$ cat config.mk
export PLATFORM = sky130hd
export DESIGN_NAME = hsv_to_rgb_converter_top_flat
export DESIGN_NICKNAME = d
export VERILOG_FILES = /design/src/sv/hsv2rgb_pkg.sv /design/src/sv/hsv2rgb_in_if.sv /design/src/sv/hsv2rgb_out_if.sv /design/src/sv/hsv2rgb_div.sv /design/src/sv/hsv_to_rgb_converter_top.sv /design/src/flat_wrapper.sv
export SDC_FILE = /design/constraint.sdc
export NUM_CORES = 2
export LEC_CHECK = 0
export ABC_AREA = 1
export BUFFER_PORTS_ARGS = -buffer_cell sky130_fd_sc_hd__buf_2
export CORE_MARGIN = 2
export CORE_UTILIZATION = 40
export DETAILED_ROUTE_END_ITERATION = 10
export PLACE_DENSITY = 0.58
export SLEW_MARGIN = 30
export SYNTH_ARGS = -nofsm -noshare
export SYNTH_HDL_FRONTEND = slang
export SYNTH_SLANG_ARGS = --single-unit
$ cat constraint.sdc
create_clock -name clk -period 10.45 [get_ports clk]
set_input_delay 0.5225 -clock clk [delete_from_list [all_inputs] [get_ports clk]]
set_output_delay 0.5225 -clock clk [all_outputs]
set_load 0.005 [all_outputs]
$ cat src/sv/hsv2rgb_pkg.sv
// Shared constants, types and helpers for the HSV to RGB converter.
`timescale 1ns / 1ps
`default_nettype none

package hsv2rgb_pkg;

	localparam int CHANNEL_BITS = 8;
	localparam int HUE_W        = 9;
	localparam int FRAC_W       = 8;
	localparam int REM_W        = 6;
	localparam int K_W          = 14;
	localparam int PROD_W       = K_W + FRAC_W;
	localparam int RECIP_W      = 11;
	localparam int EST_W        = PROD_W + RECIP_W;
	localparam int RECIP_SHIFT  = 24;

	localparam logic [HUE_W-1:0]  HUE_MAX    = 9'd359;
	localparam logic [REM_W-1:0]  SECTOR_DEG = 6'd60;
	localparam logic [K_W-1:0]    K_ONE      = 14'd15300;
	// floor(2^24 / 15300): estimate is low by at most one
	localparam logic [RECIP_W-1:0] RECIP     = 11'd1096;

	typedef logic [CHANNEL_BITS-1:0] chan_t;
	typedef logic [K_W-1:0]          kfac_t;
	typedef logic [PROD_W-1:0]       prod_t;

	typedef enum logic [2:0] {
		SECT_RED_YEL = 3'd0,
		SECT_YEL_GRN = 3'd1,
		SECT_GRN_CYN = 3'd2,
		SECT_CYN_BLU = 3'd3,
		SECT_BLU_MAG = 3'd4,
		SECT_MAG_RED = 3'd5
	} sector_t;

	// start of a sector in degrees
	function automatic logic [HUE_W-1:0] sector_base(input sector_t sec);
		logic [HUE_W-1:0] base;
		unique case (sec)
			SECT_RED_YEL: base = 9'd0;
			SECT_YEL_GRN: base = 9'd60;
			SECT_GRN_CYN: base = 9'd120;
			SECT_CYN_BLU: base = 9'd180;
			SECT_BLU_MAG: base = 9'd240;
			default:      base = 9'd300;
		endcase
		return base;
	endfunction

endpackage

`default_nettype wire

$ cat src/sv/hsv2rgb_in_if.sv
// Input channel: one HSV pixel per beat.
`timescale 1ns / 1ps
`default_nettype none

interface hsv2rgb_in_if;
	logic                           valid;
	logic                           ready;
	logic [hsv2rgb_pkg::HUE_W-1:0]  hue_deg;
	logic [hsv2rgb_pkg::FRAC_W-1:0] saturation;
	logic [hsv2rgb_pkg::FRAC_W-1:0] brightness;

	modport source (output valid, output hue_deg, output saturation, output brightness,
		input ready);
	modport sink (input valid, input hue_deg, input saturation, input brightness,
		output ready);
endinterface

`default_nettype wire

$ cat src/sv/hsv2rgb_out_if.sv
// Output channel: one RGB pixel per beat.
`timescale 1ns / 1ps
`default_nettype none

interface hsv2rgb_out_if;
	logic                 valid;
	logic                 ready;
	hsv2rgb_pkg::chan_t   red;
	hsv2rgb_pkg::chan_t   green;
	hsv2rgb_pkg::chan_t   blue;

	modport source (output valid, output red, output green, output blue, input ready);
	modport sink (input valid, input red, input green, input blue, output ready);
endinterface

`default_nettype wire

$ cat src/sv/hsv2rgb_div.sv
// Divide-by-15300 unit for three channels: reciprocal estimate, then one correction.
`timescale 1ns / 1ps
`default_nettype none

module hsv2rgb_div (
	input  wire logic               clk,
	input  wire logic               en,
	input  wire hsv2rgb_pkg::prod_t num [3],
	output hsv2rgb_pkg::chan_t      quo [3]
);
	import hsv2rgb_pkg::*;

	logic [EST_W-1:0] est [3];
	chan_t            q0_s4 [3];
	prod_t            num_s4 [3];
	prod_t            rem [3];

	always_comb begin
		for (int i = 0; i < 3; i++) begin
			est[i] = EST_W'(num[i]) * EST_W'(RECIP);
		end
	end

	always_ff @(posedge clk) begin
		if (en) begin
			for (int i = 0; i < 3; i++) begin
				q0_s4[i]  <= est[i][RECIP_SHIFT +: CHANNEL_BITS];
				num_s4[i] <= num[i];
			end
		end
	end

	// bump the estimate when the remainder still holds a whole divisor
	always_comb begin
		for (int i = 0; i < 3; i++) begin
			rem[i] = num_s4[i] - PROD_W'(q0_s4[i]) * PROD_W'(K_ONE);
			quo[i] = (rem[i] >= PROD_W'(K_ONE)) ? q0_s4[i] + chan_t'(1) : q0_s4[i];
		end
	end

endmodule

`default_nettype wire

$ cat src/sv/hsv_to_rgb_converter_top.sv
// Top level of the pipelined HSV to RGB converter.
`timescale 1ns / 1ps
`default_nettype none

// Converts one HSV pixel per clock, while the output side keeps ready high, into
// 8-bit red, green and blue. Hue is in whole degrees and clamps to 359;
// saturation and brightness are fractions over 255. The pipeline has five
// register stages (hue split, sector factors, brightness products, reciprocal
// estimate, correction and channel select). Back-pressure stalls only the
// stages that are full, and any empty stage lets a new input beat in.
module hsv_to_rgb_converter_top (
	input  wire logic  clk,
	input  wire logic  arst_n,
	hsv2rgb_in_if.sink    hsv,
	hsv2rgb_out_if.source rgb
);
	import hsv2rgb_pkg::*;

	logic vld_s1, vld_s2, vld_s3, vld_s4, vld_s5;
	logic en1, en2, en3, en4, en5;

	// stage 1
	logic [HUE_W-1:0] hue_c;
	sector_t          sec_c;
	logic [HUE_W-1:0] f_full;
	sector_t          sec_s1;
	logic [REM_W-1:0] f_s1;
	logic [FRAC_W-1:0] sat_s1, v_s1;
	// stage 2
	sector_t          sec_s2;
	logic [FRAC_W-1:0] v_s2;
	kfac_t            kp_s2, kq_s2, kt_s2;
	// stage 3
	sector_t          sec_s3;
	logic [FRAC_W-1:0] v_s3;
	prod_t            prod_s3 [3];
	// stage 4
	sector_t          sec_s4;
	logic [FRAC_W-1:0] v_s4;
	chan_t            quo [3];
	// stage 5
	chan_t            red_s5, green_s5, blue_s5;

	assign en5 = !vld_s5 || rgb.ready;
	assign en4 = !vld_s4 || en5;
	assign en3 = !vld_s3 || en4;
	assign en2 = !vld_s2 || en3;
	assign en1 = !vld_s1 || en2;
	assign hsv.ready = en1;

	always_ff @(posedge clk or negedge arst_n) begin
		if (!arst_n) begin
			vld_s1 <= 1'b0;
			vld_s2 <= 1'b0;
			vld_s3 <= 1'b0;
			vld_s4 <= 1'b0;
			vld_s5 <= 1'b0;
		end else begin
			if (en1) vld_s1 <= hsv.valid;
			if (en2) vld_s2 <= vld_s1;
			if (en3) vld_s3 <= vld_s2;
			if (en4) vld_s4 <= vld_s3;
			if (en5) vld_s5 <= vld_s4;
		end
	end

	// clamp the hue and split it into sector and remainder
	always_comb begin
		hue_c = (hsv.hue_deg > HUE_MAX) ? HUE_MAX : hsv.hue_deg;
		priority if (hue_c < 9'd60)  sec_c = SECT_RED_YEL;
		else if (hue_c < 9'd120)     sec_c = SECT_YEL_GRN;
		else if (hue_c < 9'd180)     sec_c = SECT_GRN_CYN;
		else if (hue_c < 9'd240)     sec_c = SECT_CYN_BLU;
		else if (hue_c < 9'd300)     sec_c = SECT_BLU_MAG;
		else                         sec_c = SECT_MAG_RED;
		f_full = hue_c - sector_base(sec_c);
	end

	always_ff @(posedge clk) begin
		if (en1) begin
			sec_s1 <= sec_c;
			f_s1   <= f_full[REM_W-1:0];
			sat_s1 <= hsv.saturation;
			v_s1   <= hsv.brightness;
		end
	end

	always_ff @(posedge clk) begin
		if (en2) begin
			sec_s2 <= sec_s1;
			v_s2   <= v_s1;
			kp_s2  <= K_ONE - K_W'(sat_s1) * K_W'(SECTOR_DEG);
			kq_s2  <= K_ONE - K_W'(sat_s1) * K_W'(f_s1);
			kt_s2  <= K_ONE - K_W'(sat_s1) * K_W'(SECTOR_DEG - f_s1);
		end
	end

	always_ff @(posedge clk) begin
		if (en3) begin
			sec_s3     <= sec_s2;
			v_s3       <= v_s2;
			prod_s3[0] <= PROD_W'(v_s2) * PROD_W'(kp_s2);
			prod_s3[1] <= PROD_W'(v_s2) * PROD_W'(kq_s2);
			prod_s3[2] <= PROD_W'(v_s2) * PROD_W'(kt_s2);
		end
	end

	hsv2rgb_div u_div (
		.clk (clk),
		.en  (en4),
		.num (prod_s3),
		.quo (quo)
	);

	always_ff @(posedge clk) begin
		if (en4) begin
			sec_s4 <= sec_s3;
			v_s4   <= v_s3;
		end
	end

	// quo[0] = p, quo[1] = q, quo[2] = t
	always_ff @(posedge clk) begin
		if (en5) begin
			unique case (sec_s4)
				SECT_RED_YEL: begin
					red_s5 <= v_s4;    green_s5 <= quo[2]; blue_s5 <= quo[0];
				end
				SECT_YEL_GRN: begin
					red_s5 <= quo[1];  green_s5 <= v_s4;   blue_s5 <= quo[0];
				end
				SECT_GRN_CYN: begin
					red_s5 <= quo[0];  green_s5 <= v_s4;   blue_s5 <= quo[2];
				end
				SECT_CYN_BLU: begin
					red_s5 <= quo[0];  green_s5 <= quo[1]; blue_s5 <= v_s4;
				end
				SECT_BLU_MAG: begin
					red_s5 <= quo[2];  green_s5 <= quo[0]; blue_s5 <= v_s4;
				end
				default: begin
					red_s5 <= v_s4;    green_s5 <= quo[0]; blue_s5 <= quo[1];
				end
			endcase
		end
	end

	assign rgb.valid = vld_s5;
	assign rgb.red   = red_s5;
	assign rgb.green = green_s5;
	assign rgb.blue  = blue_s5;

	// any empty stage must open the input
	a_ready_bubble: assert property (@(posedge clk) disable iff (!arst_n)
		hsv.ready == (!vld_s1 || !vld_s2 || !vld_s3 || !vld_s4 || !vld_s5 || rgb.ready))
		else $error("input ready disagrees with pipeline occupancy");

	// beats in minus beats out track the pipeline fill
	a_occupancy: assert property (@(posedge clk) disable iff (!arst_n)
		1'b1 |=> (3'(vld_s1) + 3'(vld_s2) + 3'(vld_s3) + 3'(vld_s4) + 3'(vld_s5))
			== (3'($past(vld_s1)) + 3'($past(vld_s2)) + 3'($past(vld_s3))
			+ 3'($past(vld_s4)) + 3'($past(vld_s5))
			+ 3'($past(hsv.valid && hsv.ready)) - 3'($past(rgb.valid && rgb.ready))))
		else $error("pipeline lost or repeated a beat");

	a_hue_split: assert property (@(posedge clk) disable iff (!arst_n)
		vld_s1 |-> (f_s1 < SECTOR_DEG) && (sec_s1 <= SECT_MAG_RED))
		else $error("hue split out of range");

	a_stall_hold: assert property (@(posedge clk) disable iff (!arst_n)
		vld_s5 && !rgb.ready |=> vld_s5 && $stable(red_s5) && $stable(green_s5)
			&& $stable(blue_s5))
		else $error("output stage changed under stall");

endmodule

`default_nettype wire

$ cat src/flat_wrapper.sv
// flat-port wrapper written by rule: the top's interface ports become plain ports
module hsv_to_rgb_converter_top_flat import hsv2rgb_pkg::*;
  (clk, arst_n, hsv_valid, hsv_hue_deg, hsv_saturation, hsv_brightness, hsv_ready, rgb_valid, rgb_red, rgb_green, rgb_blue, rgb_ready);
  hsv2rgb_in_if hsv_i ();
  hsv2rgb_out_if rgb_i ();
  input  wire logic clk;
  input  wire logic arst_n;
  input wire logic [$bits(hsv_i.valid)-1:0] hsv_valid;
  input wire logic [$bits(hsv_i.hue_deg)-1:0] hsv_hue_deg;
  input wire logic [$bits(hsv_i.saturation)-1:0] hsv_saturation;
  input wire logic [$bits(hsv_i.brightness)-1:0] hsv_brightness;
  output wire logic [$bits(hsv_i.ready)-1:0] hsv_ready;
  output wire logic [$bits(rgb_i.valid)-1:0] rgb_valid;
  output wire logic [$bits(rgb_i.red)-1:0] rgb_red;
  output wire logic [$bits(rgb_i.green)-1:0] rgb_green;
  output wire logic [$bits(rgb_i.blue)-1:0] rgb_blue;
  input wire logic [$bits(rgb_i.ready)-1:0] rgb_ready;
  assign hsv_i.valid = hsv_valid;
  assign hsv_i.hue_deg = hsv_hue_deg;
  assign hsv_i.saturation = hsv_saturation;
  assign hsv_i.brightness = hsv_brightness;
  assign hsv_ready = hsv_i.ready;
  assign rgb_valid = rgb_i.valid;
  assign rgb_red = rgb_i.red;
  assign rgb_green = rgb_i.green;
  assign rgb_blue = rgb_i.blue;
  assign rgb_i.ready = rgb_ready;
  hsv_to_rgb_converter_top u_core (.clk(clk), .arst_n(arst_n), .hsv(hsv_i), .rgb(rgb_i));
endmodule
# ---- Word-level counts from Yosys, hierarchy flattened
# Memories as Yosys holds them, arrays and structs flattened.
# Index checks and enable logic that the tools add are counted.
dict set report totals {
  regBits 195
  mem_count 2
  output_inout_bits 26
  input_bits 29
  ram_bits 90
}
# memory depth width rd rd_ports_with_merged_regs write_ports line_no
set mem_list {}
lappend mem_list {u_core.u_div.num_s4 3 22 3 0 3 hsv2rgb_div.sv:15} ;# prod_t num_s4 [3];
lappend mem_list {u_core.u_div.q0_s4 3 8 3 0 3 hsv2rgb_div.sv:14} ;# chan_t q0_s4 [3];
dict set report op_classes {
  order_cmp 9
  mul 12
  reduce_logical 16
  mux 15
  add_sub_neg 11
  n_eq_ne 8
}
# op count
set ops {}
lappend ops {{multiplier 22 x 8 -> 29 bit (second input constant)} 3}
lappend ops {{one-hot mux 8 bit (3 select lines)} 3}
lappend ops {{>= comparator 22 x 14 -> 1 bit (second input constant)} 3}
lappend ops {{multiplier 8 x 14 -> 22 bit} 3}
lappend ops {{subtractor 22 bit} 3}
lappend ops {{multiplier 8 x 12 -> 20 bit (second input constant)} 3}
lappend ops {{subtractor 14 bit (first input constant)} 3}
lappend ops {{one-hot mux 6 bit (5 select lines)} 1}
lappend ops {{adder 8 x 1 -> 8 bit (second input constant)} 3}
lappend ops {{two-way mux 8 bit} 3}
lappend ops {{< comparator 9 x 8 -> 1 bit (second input constant)} 2}
lappend ops {{multiplier 8 x 14 -> 14 bit} 1}
lappend ops {{multiplier 8 x 6 -> 14 bit} 1}
lappend ops {{equality test 3 x 2 -> 1 bit (second input constant)} 4}
lappend ops {{multiplier 8 x 4 -> 12 bit (second input constant)} 1}
lappend ops {{two-way mux 3 bit} 4}
lappend ops {{greater-than comparator 9 bit (second input constant)} 1}
lappend ops {{< comparator 9 x 6 -> 1 bit (second input constant)} 1}
lappend ops {{< comparator 9 x 7 -> 1 bit (second input constant)} 1}
lappend ops {{< comparator 9 bit (second input constant)} 1}
lappend ops {{two-way mux 9 bit} 1}
lappend ops {{OR reduction 2 bit} 4}
lappend ops {{subtractor 6 x 6 -> 7 bit (first input constant)} 1}
lappend ops {{equality test 3 x 1 -> 1 bit (second input constant)} 2}
lappend ops {{6 further kinds} 18}

# ---- Depth between registers and ports, before layout
dict set report logic_depth {
  ltp_word 11
  mapped_depth 35
}

# ---- Modules after synthesis
# A second synthesis with hierarchy kept.
dict set report hier_totals {
  hier_cells 5052
  area_unflattened_um2 40621.5
}
# module area_each_um2 instances cells_each seq_area_each_um2
set by_module_without_submodules {}
lappend by_module_without_submodules {hsv_to_rgb_converter_top 21803.4 1 2531 5650.4}
lappend by_module_without_submodules {hsv2rgb_div 18818.0 1 2521 2522.4}

# ---- Worst setup path after synthesis
# OpenSTA, ideal clock, no wires.
dict set report synth_path {
  kind {input to register}
  from {in rgb_ready}
  to {reg u_core.kp_s2[10] (enable)}
  path_buffers 0
  arrival_time_ps 5909
  cell_stages 8
  setup_ps 404
  path_slack_ps 4137
  path_cell_list {nor2_1 > inv_1 > nor2_1 > inv_1 > nor2_1 > inv_1 > nor2_1 > inv_1}
}
dict set report synth_between {
  elab_chain_cells 4
}
# item line_no
set synth_rtl {}
lappend synth_rtl {{from (decl)} flat_wrapper.sv:17} ;# input wire logic [$bits(rgb_i.ready)-1:0] rgb_ready;
lappend synth_rtl {{logical OR 1 bit} hsv_to_rgb_converter_top.sv:44} ;# assign en5 = !vld_s5 || rgb.ready;
lappend synth_rtl {{via u_core.en5} hsv_to_rgb_converter_top.sv:20} ;# logic en1, en2, en3, en4, en5;
lappend synth_rtl {{logical OR 1 bit} hsv_to_rgb_converter_top.sv:45} ;# assign en4 = !vld_s4 || en5;
lappend synth_rtl {{via u_core.en4} hsv_to_rgb_converter_top.sv:20}
lappend synth_rtl {{logical OR 1 bit} hsv_to_rgb_converter_top.sv:46} ;# assign en3 = !vld_s3 || en4;
lappend synth_rtl {{via u_core.en3} hsv_to_rgb_converter_top.sv:20}
lappend synth_rtl {{logical OR 1 bit} hsv_to_rgb_converter_top.sv:47} ;# assign en2 = !vld_s2 || en3;
lappend synth_rtl {{via u_core.en2} hsv_to_rgb_converter_top.sv:20}
lappend synth_rtl {{to (signal assigned)} hsv_to_rgb_converter_top.sv:92} ;# kp_s2 <= K_ONE - K_W'(sat_s1) * K_W'(SECTOR_DEG);
lappend synth_rtl {{to (decl)} hsv_to_rgb_converter_top.sv:32} ;# kfac_t kp_s2, kq_s2, kt_s2;
# The timed path passes the listed nets, and every way through them passes these cells.
# A chain may end at the register's enable or synchronous reset.

==> impl_results.md <==
* Final WS setup at 3.47 ns
* Fmax at 143 MHz
* Initial core utilization at around two fifths
* Area after DPL at 40,600 um2
* Critical Path End Type: flip-flop
* Initial antenna violation count at 1
* Register area at about 8000 um2
* Worst endpoint required time at roughly 11 ns
* Number of remaining DRC errors at 0
* Area taken by multi-input logic gates at 26,000 um2
* Least-Margin Pin Slew at 1.01 ns
* Synth Register Bits at 273
* RSZ-0062 raised after global routing: false
* Top-area cell type share of the netlist area at 21.0%
* Via Count at about 29,000
* Run status: complete, no violations
* Core Region at 96,700 um2
* Root Buffer: clkbuf_16
* Largest net degree at the start of global routing at 66
* Buffers & Inverters on Critical Path at 3
* MaxCap Viol Count at 0
* CTS tree: yes
* Max Root-Sink Buffers at 3
* Setup TNS at 0 ns
* DRT iter0 DRCs at 1,653
* Fill count at about 9,600
* Ports at 55
* Layout cell share with drive strength beyond 1 at 4.19%
* Util after Layout at 43.4%
* Cell variety after synth at 53
* Total wire length at around 86,000 um
* Top post-synthesis cells by area: fa_1 (21%), edfxtp_1 (21%), ha_1 (19%)
* First-pass GRT wire length at 146,000 um
* Mapped Cells at between 4,000 and 5,000
* Post-synth ARST share at 1.83%
* Nets at 5,717
* Critical path peak fanout at 9
* Die W at between 300 and 400 um
* H-tree levels at 2
* Worst Setup Start Kind: flip-flop
* Antenna Cells at 0
* Post-CTS Setup Bufs at 0
* Post-synthesis sequential area ratio at about a fifth
* Dpl ws at 3.49 ns
* Detail Route Antenna Nets at 0
* Final Hold Vio Count at 0
* CTS clock-pin slew for the worst setup and hold paths at 0.06 ns
* Area growth syn-to-layout at 7.64%
* Syn_area_per_cell at 8.38 um2
* CTS Buf Count at 38
* Clk_lat worst skew at 0.58 ns
* Cell Area, Synth at 39,000 um2
* Via-per-instance ratio at 4.82
* Max Slew Vio Count at 0
* Overall Global Routing Usage at 17.9%
* Post-synth EDFFs at 268
* Die area at 100,000 um2
* Setup CP Type: flip-flop to flip-flop
* Leading area contributor after synthesis: fa_1
* Die height at 316 um
* Slew HR at around a third
* Top FF cell, synth: edfxtp_1
* Final Setup Violations at 0
* Most frequent CP cell: nand2_1
* Critical Path AT at 7.30 ns
* # resized after CTS at 0
* Routability cong. at slightly below 0.9
* HPWL after DPL at 70,800 um
* CP peak stage delay at 0.69 ns
* YS warnings at 0
* Clk sinks at approximately 270
* Hold Path Class: primary input to flip-flop
* Port bufs at 54
* Avg WL per Cell at around 14 um
* Critical-path top delay cell: fa_1
* Setup Skew at 0.0236 ns
* GRT Residual Overflow at 0
* Row count at 114
* DR pass1 iterations at 6
* Number of global-route vias before repair at 29,500
* Final Instance Area at 42,000 um2
* CP top delay family: adder cells
* Tcrit/Tclk final at 66.8%
* Tmin final at around 7.0 ns
* Mapped Nets at 5,697
==> state kept, by name, indices dropped and copies added (netlist names), 6 cells and up <==
name and count:
u_core.v_s1 8, u_core.kt_s2 14, u_core.sat_s1 8, u_core.kq_s2 13, u_core.rgb.green 8, u_core.v_s2 8, u_core.f_s1 6, u_core.prod_s3 63
u_core.u_div.q0_s4 24, u_core.rgb.blue 8, u_core.v_s4 8, u_core.kp_s2 12, u_core.rgb.red 8, u_core.v_s3 8, u_core.u_div.num_s4 60
==> cell families (layout without fill, tap and decap cells) <==
family / after synthesis / count (layout) / share of synthesized area (%)
adder cells (fa/ha/maj): 1013 / 1013 / 40.4
AO/OA/AOI/OAI: 379 / 379 / 5.41
XOR/XNOR: 189 / 189 / 4.24
AND/OR/NAND/NOR: 1521 / 1521 / 16.6
flip-flops: 273 / 273 / 20.9
buffers and inverters: 1280 / 1329 / 12.5
==> path summary, 6_finish.rpt <==
| check | startpoint | to | slack, ns | cells past startpoint |
|---|---|---|---|---|
| min in group asynchronous | arst_n | u_core.rgb.valid | 0.28 | 2 |
| setup / recovery | u_core.u_div.q0_s4[0][13] | u_core.rgb.blue[6] | 3.47 | 32 |
| max in group asynchronous | arst_n | u_core.vld_s4 | 10.03 | 2 |
| hold reg to reg | u_core.v_s3[0] | u_core.v_s4[0] | 0.42 | 0 |
| hold / removal | hsv_brightness[0] | u_core.v_s1[0] | 0.12 | 1 |
| setup reg to reg | u_core.u_div.q0_s4[0][13] | u_core.rgb.blue[6] | 3.47 | 32 |
==> cells in the final DEF (no fill, tap or decap), types with 6 or more instances in the layout <==
cell / n
inv_1: 1183
nand2_1: 982
ha_1: 603
fa_1: 410
edfxtp_1: 268
a21oi_1: 214
nand3_1: 192
nor2_1: 169
xor2_1: 129
o21ai_0: 78
nand4_1: 62
xnor2_1: 60
buf_2: 54
clkbuf_16: 39
nand2_2: 26
nor3_1: 22
nand3b_1: 21
a31oi_1: 17
o21bai_1: 16
buf_4: 14
a21o_1: 13
and2_1: 9
bufinv_16: 9
o31ai_1: 8
o21a_1: 7
clkinv_2: 7
nor4_1: 6
inv_2: 6
nor2_2: 6
==> cell usage after synthesis (all sizes together), types with 2 or more instances <==
| library cell | count |
|---|---|
| inv | 1190 |
| nand2 | 1011 |
| ha | 603 |
| fa | 410 |
| edfxtp | 268 |
| a21oi | 218 |
| nand3 | 197 |
| nor2 | 180 |
| xor2 | 129 |
| clkbuf | 80 |
| o21ai | 80 |
| nand4 | 62 |
| xnor2 | 60 |
| nor3 | 25 |
| nand3b | 21 |
| a31oi | 17 |
| o21bai | 16 |
| a21o | 13 |
| and2 | 9 |
| buf | 9 |
| o31ai | 8 |
| o21a | 7 |
| nor4 | 6 |
| or2 | 6 |
| dfrtp | 5 |
| o2111ai | 5 |
| o211ai | 4 |
| o221ai | 3 |
| a211oi | 2 |
| nor3b | 2 |
==> area by class of cell <==
type	instances	area share, %
flip-flops and latches	273	19.5
repair buffers	69	0.917
clock buffers	42	2.35
multi-input cells	3102	61.9
clock inverters	27	0.950
well taps	1276	3.80
inverters	1191	10.6
==> metrics by stage <==
step,instances,hold slack (ns)
floorplan,4655,0.227
global placement,5910,0.348
detailed placement,5910,0.351
CTS,5980,0.0764
global route,5980,0.0905
finish,5980,0.119
==> routing by layer <==
layer,global-route usage (%),vias to the layer above,wire length (um),share of wire [%]
met5,0,-,0,0
met4,4.89,0,2120,2.5
met3,2.04,121,3400,4.0
met2,30.5,490,39600,46
met1,24.2,13700,40700,47
li1,-,14500,-,-
==> timing repair <==
action	CTS	global route
setup endpoints to repair	0	0
endpoints found under the hold margin	5	0
hold buffers	1	0
Power is not shown: default switching activity piles up to over one toggle a cycle in this logic, so the estimate is an artifact.
